<file path="src/rtl/cfr_pkg.sv">
`default_nettype none
package cfr_pkg;

	localparam int FRAME_LEN = 16;
	localparam int BYTE_W    = 8;
	localparam int IDX_W     = 6;
	localparam int ADDR_W    = $clog2(FRAME_LEN);
	localparam int OUT_W     = 16;

	localparam logic [IDX_W-1:0] LAST_IDX = IDX_W'(FRAME_LEN - 1);

	typedef struct packed {
		logic take;
		logic start_emit;
		logic load_out;
	} cmd_t;

	typedef struct packed {
		logic frame_end;
		logic sum_ok;
		logic out_free;
		logic k_last;
	} status_t;

endpackage
`default_nettype wire

</file>
<file path="src/rtl/cfr_dp.sv">
`default_nettype none
module cfr_dp (
	input  wire                         clk,
	input  wire                         arst_n,
	input  wire  cfr_pkg::cmd_t         cmd,
	output cfr_pkg::status_t            sts,
	input  wire  [cfr_pkg::BYTE_W-1:0]  s_tdata,
	output logic                        m_tvalid,
	input  wire                         m_tready,
	output logic [cfr_pkg::OUT_W-1:0]   m_tdata,
	output logic                        m_tlast
);

	logic [cfr_pkg::BYTE_W-1:0] store_q [cfr_pkg::FRAME_LEN];
	logic [cfr_pkg::BYTE_W-1:0] rd_data_q;
	logic [cfr_pkg::BYTE_W-1:0] final_q;
	logic [cfr_pkg::BYTE_W-1:0] sum_q;
	logic [cfr_pkg::IDX_W-1:0]  pos_q;
	logic [cfr_pkg::IDX_W-1:0]  k_q;

	logic                       out_valid_q;
	logic [cfr_pkg::BYTE_W-1:0] out_byte_q;
	logic [cfr_pkg::IDX_W-1:0]  out_idx_q;
	logic                       out_last_q;

	assign sts.frame_end = (pos_q >= cfr_pkg::LAST_IDX);
	assign sts.sum_ok    = (sum_q == s_tdata);
	assign sts.out_free  = !out_valid_q || m_tready;
	assign sts.k_last    = (k_q == cfr_pkg::LAST_IDX);

	// frame store: one write port, one registered read port
	always_ff @(posedge clk) begin
		if (cmd.take && !sts.frame_end) begin
			store_q[pos_q[cfr_pkg::ADDR_W-1:0]] <= s_tdata;
		end
		rd_data_q <= store_q[k_q[cfr_pkg::ADDR_W-1:0]];
	end

	always_ff @(posedge clk) begin
		if (cmd.start_emit) begin
			final_q <= s_tdata;
		end
	end

	always_ff @(posedge clk or negedge arst_n) begin
		if (!arst_n) begin
			pos_q <= '0;
			sum_q <= '0;
		end else if (cmd.take) begin
			if (sts.frame_end) begin
				pos_q <= '0;
				sum_q <= '0;
			end else begin
				pos_q <= pos_q + 1'b1;
				sum_q <= sum_q + s_tdata;
			end
		end
	end

	always_ff @(posedge clk or negedge arst_n) begin
		if (!arst_n) begin
			k_q <= '0;
		end else if (cmd.start_emit) begin
			k_q <= '0;
		end else if (cmd.load_out) begin
			k_q <= k_q + 1'b1;
		end
	end

	always_ff @(posedge clk or negedge arst_n) begin
		if (!arst_n) begin
			out_valid_q <= 1'b0;
		end else if (cmd.load_out) begin
			out_valid_q <= 1'b1;
		end else if (m_tready) begin
			out_valid_q <= 1'b0;
		end
	end

	always_ff @(posedge clk) begin
		if (cmd.load_out) begin
			out_byte_q <= sts.k_last ? final_q : rd_data_q;
			out_idx_q  <= k_q;
			out_last_q <= sts.k_last;
		end
	end

	assign m_tvalid = out_valid_q;
	assign m_tdata  = {2'b00, out_idx_q, out_byte_q};
	assign m_tlast  = out_last_q;

endmodule
`default_nettype wire

</file>
<file path="src/rtl/cfr_ctrl.sv">
`default_nettype none
module cfr_ctrl (
	input  wire                     clk,
	input  wire                     arst_n,
	input  wire                     s_tvalid,
	output logic                    s_tready,
	input  wire  cfr_pkg::status_t  sts,
	output cfr_pkg::cmd_t           cmd
);

	localparam logic [1:0] ST_IDLE = 2'd0;
	localparam logic [1:0] ST_RD   = 2'd1;
	localparam logic [1:0] ST_WR   = 2'd2;

	logic [1:0] state_q;
	logic [1:0] state_d;

	always_comb begin
		state_d        = state_q;
		s_tready       = 1'b0;
		cmd.take       = 1'b0;
		cmd.start_emit = 1'b0;
		cmd.load_out   = 1'b0;
		case (state_q)
			ST_IDLE: begin
				s_tready = 1'b1;
				if (s_tvalid) begin
					cmd.take = 1'b1;
					if (sts.frame_end && sts.sum_ok) begin
						cmd.start_emit = 1'b1;
						state_d        = ST_RD;
					end
				end
			end
			ST_RD: begin
				state_d = ST_WR;
			end
			ST_WR: begin
				if (sts.out_free) begin
					cmd.load_out = 1'b1;
					state_d      = sts.k_last ? ST_IDLE : ST_RD;
				end
			end
			default: begin
				state_d = ST_IDLE;
			end
		endcase
	end

	always_ff @(posedge clk or negedge arst_n) begin
		if (!arst_n) begin
			state_q <= ST_IDLE;
		end else begin
			state_q <= state_d;
		end
	end

endmodule
`default_nettype wire

</file>
<file path="src/rtl/checksummed_frame_receiver.sv">
// Checksummed frame receiver.
// Slave channel s_*: one received byte per request. Every FRAME_LEN bytes
// form a frame; the last byte must equal the mod-256 sum of the others.
// Master channel m_*: a good frame is replayed byte by byte with its index,
// tlast set on the checksum byte. A bad frame produces no output.
// Input: a non-final byte is taken as soon as it is offered. After a good
// final byte each output byte is read from the frame store (ST_RD), then
// loaded into the output register (ST_WR), which waits while a stalled
// master holds that register; s_tready is low during that drain. Output
// lags the load by one register. Throughput: one byte per cycle inside a
// frame; the replay is read out of the single read port of the frame store.
// Reset (arst_n low) clears position, sum, counter and the output valid;
// the frame store is not cleared. A stalled master holds the output
// register and the emit sequence waits; input is accepted again once the
// last byte of the frame sits in the output register.
`default_nettype none
module checksummed_frame_receiver (
	input  wire                         clk,
	input  wire                         arst_n,
	input  wire                         s_tvalid,
	output logic                        s_tready,
	input  wire  [cfr_pkg::BYTE_W-1:0]  s_tdata,  // [7:0] rx_byte
	output logic                        m_tvalid,
	input  wire                         m_tready,
	output logic [cfr_pkg::OUT_W-1:0]   m_tdata,  // [7:0] frame_byte, [13:8] byte_index
	output logic                        m_tlast   // last_byte
);

	cfr_pkg::cmd_t    cmd;
	cfr_pkg::status_t sts;

	cfr_ctrl u_ctrl (
		.clk      (clk),
		.arst_n   (arst_n),
		.s_tvalid (s_tvalid),
		.s_tready (s_tready),
		.sts      (sts),
		.cmd      (cmd)
	);

	cfr_dp u_dp (
		.clk      (clk),
		.arst_n   (arst_n),
		.cmd      (cmd),
		.sts      (sts),
		.s_tdata  (s_tdata),
		.m_tvalid (m_tvalid),
		.m_tready (m_tready),
		.m_tdata  (m_tdata),
		.m_tlast  (m_tlast)
	);

endmodule
`default_nettype wire

</file>
<file path="config.mk">
export PLATFORM = sky130hd
export DESIGN_NAME = checksummed_frame_receiver
export DESIGN_NICKNAME = d
export VERILOG_FILES = /design/src/rtl/cfr_pkg.sv /design/src/rtl/cfr_dp.sv /design/src/rtl/cfr_ctrl.sv /design/src/rtl/checksummed_frame_receiver.sv
export SDC_FILE = /design/constraint.sdc
export NUM_CORES = 1
export LEC_CHECK = 0
export BUFFER_PORTS_ARGS = -buffer_cell sky130_fd_sc_hd__buf_2
export CORE_UTILIZATION = 50
export CTS_CLUSTER_DIAMETER = 120
export CTS_CLUSTER_SIZE = 20
export DETAILED_ROUTE_END_ITERATION = 7
export GPL_TIMING_DRIVEN = 0
export PLACE_DENSITY_LB_ADDON = 0.15
export SLEW_MARGIN = 20
export SYNTH_ARGS = -nofsm -noshare
export SYNTH_HDL_FRONTEND = slang
export SYNTH_HIERARCHICAL = 1
export SYNTH_SLANG_ARGS = --single-unit
</file>
<file path="constraint.sdc">
create_clock -name clk -period 6.6 [get_ports clk]
set_input_delay 0.66 -clock clk [delete_from_list [all_inputs] [get_ports clk]]
set_output_delay 0.66 -clock clk [all_outputs]
set_load 0.02 [all_outputs]
</file>
==> results.ini <==
[detailed_routing]
dr_total_vias=3724
drt_drc_violations_left=0
post_drt_wl_per_cell_um=20.8
detail_route.vias_per_cell=5.70
detailedRoute.firstIterationViolations=344
ant_nets=0
routed_wl_mm=13.6
drt_pass1_iterations=4

[timing]
slew_viol_final=0
fmaxAchievable_ghz=0.337
setup_violations=0
finalHoldViolCount=0
layout_worst_path_cycle_share_pct=45.0
timing.final.crit_period_ps=2970
rsz0062_at_grt=no
finClkSkew_ps=8.53
final.setup.tns_ps=0
worstMarginPinSlew_ps=813
max-slew-margin-rel_pct=45.6

[worst_setup_path]
crit_path_max_fanout=18
arrival_time_of_the_worst_setup_path_ps=3030
worst-setup-path-type=input port to flip-flop
required_ps=6660
worst_setup_path_end_kind=flip-flop
timing.critical_path.slowest_stage_cell=sky130_fd_sc_hd__and3_1
crit_path_max_incr_delay_ps=650
critical_path_start_type=input port
critPathMostFrequentCell=sky130_fd_sc_hd__nor4_1
crit_path_cell_trace=buf_2 > ha_1 > nor4_1 > nand2_1 > nor4_1 > and3_1

[floorplan]
floorplan.initialDensity_pct=51.7
placementRows=43
coreArea_um2=14000
ioPinCount=31
design.die.area_um2=15000
die_y_extent_um=122
fp.dieW_um=122

[synth]
synth_enable_flop_cells=151
netlist_instances=400
synth_seq_cells=182
async_flop_share_pct=12.6
seq_area_frac_synth_pct=72.9
ys.warnings.count=6
synthesized_area_um2=7230
netlist-cell-type-count=44
ys.flop_type=sky130_fd_sc_hd__edfxtp_1
synth_area_per_cell_um2=18.1

[placement]
postPlaceCellArea_um2=7680
buffer_ports.inserted=28
finalWeightedCongestion=0.843
hpwl_mm=8.99

[pwr]
power_per_cell_area_nw_per_um2=364
leakage_nw=2.92
ir_worst_vdd_mv=0.182

[clock_network]
buffer_levels_on_the_longest_clock_path=2
cts-hold-fix-buffers=0
cts_resized=0
cts_made_buffers=17
total_setup_buffers_inserted_after_cts=0
clkSinkCount=182
clk_pin_slew_worst_paths_ps=60
clkLatencyLatePin_ps=420
h-tree-depth=4
clk_root_buffer_cell=sky130_fd_sc_hd__clkbuf_16
cts_tree=yes

[finish]
flow.area_growth_from_synthesis_pct=14.8
n_fill_cell=1045
nNetsFinal=485
layout_common_cells=sky130_fd_sc_hd__edfxtp_1 (151), sky130_fd_sc_hd__nand2_1 (40), sky130_fd_sc_hd__mux4_2 (40)
final_design_area_no_fill_um2=8300
fraction_of_final_layout_cells_sized_beyond_drive_strength_1_pct=25.2
finish.utilization_pct=59.4
layout.cells.most_common=sky130_fd_sc_hd__edfxtp_1
n_antenna_cell=0

[global_route]
globalRouteMet2Util_pct=31.1
grt_pass1_wl_mm=20.9
via_count_of_the_first_global_routing_pass=3625
grt.overflow.total=0
grt.met1_usage_pct=28.1
initial_antenna_violation_count=0
gr-usage-all-layers_pct=20.2
top_usage_layer=met2
maximum_number_of_pins_on_one_net_before_global_route_repair=24
grt_util_met3_pct=3.86

[outcome]
outcome=completed

[hold_path]
hold_path_class=input port to asynchronous set/reset pin

[job]
max_cap_violations=0

sequential cells by signal, indices dropped and copies added, names as in the netlist:
signal	count
u_dp/rd_data_q	8
u_dp/out_byte_q	8
u_dp/pos_q	6
u_dp/out_idx_q	6
u_dp/m_tvalid	1
u_dp/sum_q	8
u_ctrl/state_q	2
u_dp/final_q	8
u_dp/m_tlast	1
u_dp/store_q	128
u_dp/k_q	6
metrics by stage:
| stage | power [mW] | instances | worst slack, ps | hold WS [ps] |
|---|---|---|---|---|
| 5_1_grt | 3.15 | 653 | 3560 | 264 |
| 3_5_place_dp | 2.01 | 621 | 3230 | 467 |
| 2_1_floorplan | 1.85 | 409 | 4230 | 364 |
| 3_3_place_gp | 1.99 | 617 | 3280 | 473 |
| 6_report | 3.02 | 653 | 3630 | 229 |
| 4_1_cts | 3.05 | 653 | 3690 | 233 |
critical path: cells and delay by family:
family / cells / cell delay (ps)
buffers and inverters: 1 / 340
AND/OR/NAND/NOR: 4 / 1650
adder cells (fa/ha/maj): 1 / 370
metal layers:
layer	wire (µm)	share of wire, %	vias up
li1	-	-	1664
met4	301	2.2	0
met5	0	0	-
met3	477	3.5	20
met2	6570	48	109
met1	6260	46	1931
synth_stat cells, types with 2 or more instances:
master	number	area share, %
sky130_fd_sc_hd__a21o_1	2	0.21
sky130_fd_sc_hd__buf_2	3	0.21
sky130_fd_sc_hd__xnor2_1	3	0.36
sky130_fd_sc_hd__nand3_1	5	0.35
sky130_fd_sc_hd__clkbuf_1	8	0.42
sky130_fd_sc_hd__inv_1	14	0.73
sky130_fd_sc_hd__buf_4	5	0.52
sky130_fd_sc_hd__nand2b_1	2	0.17
sky130_fd_sc_hd__o21ai_0	7	0.48
sky130_fd_sc_hd__a211oi_1	2	0.21
sky130_fd_sc_hd__dfrtp_1	23	8.0
sky130_fd_sc_hd__nand2_1	40	2.1
sky130_fd_sc_hd__o211ai_1	2	0.21
sky130_fd_sc_hd__nand4_1	3	0.26
sky130_fd_sc_hd__nor4_1	3	0.26
sky130_fd_sc_hd__or3_1	3	0.26
sky130_fd_sc_hd__nor3_1	5	0.35
sky130_fd_sc_hd__mux2_2	3	0.47
sky130_fd_sc_hd__edfxtp_1	151	63
sky130_fd_sc_hd__dfxtp_1	8	2.2
sky130_fd_sc_hd__nor2b_1	2	0.17
sky130_fd_sc_hd__a21oi_1	5	0.35
sky130_fd_sc_hd__nor2_1	22	1.1
sky130_fd_sc_hd__ha_1	12	2.1
sky130_fd_sc_hd__xor2_1	6	0.73
sky130_fd_sc_hd__mux4_2	40	12
sky130_fd_sc_hd__o22ai_1	4	0.35
power by group:
group / internal, mW / switching [mW]
combinational: 0.247 / 0.327
sequential: 1.37 / 0.0410
clock: 0.644 / 0.399
total: 2.26 / 0.767
logic make-up (layout without fill, tap and decap cells):
logic type | Yosys count | in the layout | synth area share (%)
DFF | 182 | 182 | 72.9
xor gates and xnor gates | 9 | 9 | 1.09
muxes | 44 | 44 | 13.1
adders and majority gates | 13 | 13 | 2.35
AOI/OAI and AO/OA | 29 | 29 | 2.91
other | 1 | 10 | 0.0518
and+or+nand+nor | 90 | 90 | 5.60
buffers and inverters | 32 | 96 | 2.08
final timing paths:
path / start / to / cells past startpoint / slack [ps]
setup / recovery: s_tdata[5] / u_dp/final_q[2] / 6 / 3630
hold / removal: arst_n / u_dp/k_q[5] / 1 / 230
setup reg to reg: u_dp/sum_q[5] / u_dp/final_q[2] / 5 / 3850
hold reg to reg: u_dp/k_q[1] / u_dp/out_idx_q[1] / 0 / 480
max in group asynchronous: arst_n / u_dp/pos_q[3] / 1 / 5990
min in group clk: u_dp/k_q[1] / u_dp/out_idx_q[1] / 0 / 480
cell type report:
cell class | count | area [µm²] | share of cell area, %
clock inverter | 8 | 119 | 1.43
timing repair buffer | 32 | 170 | 2.05
inverter | 15 | 56.3 | 0.678
clock buffer | 24 | 502 | 6.04
sequential | 182 | 5270 | 63.5
multi-input combinational | 195 | 1870 | 22.5
tap | 180 | 225 | 2.71
buffer | 17 | 93.8 | 1.13
No activity file was read; power rests on OpenSTA's default activity.
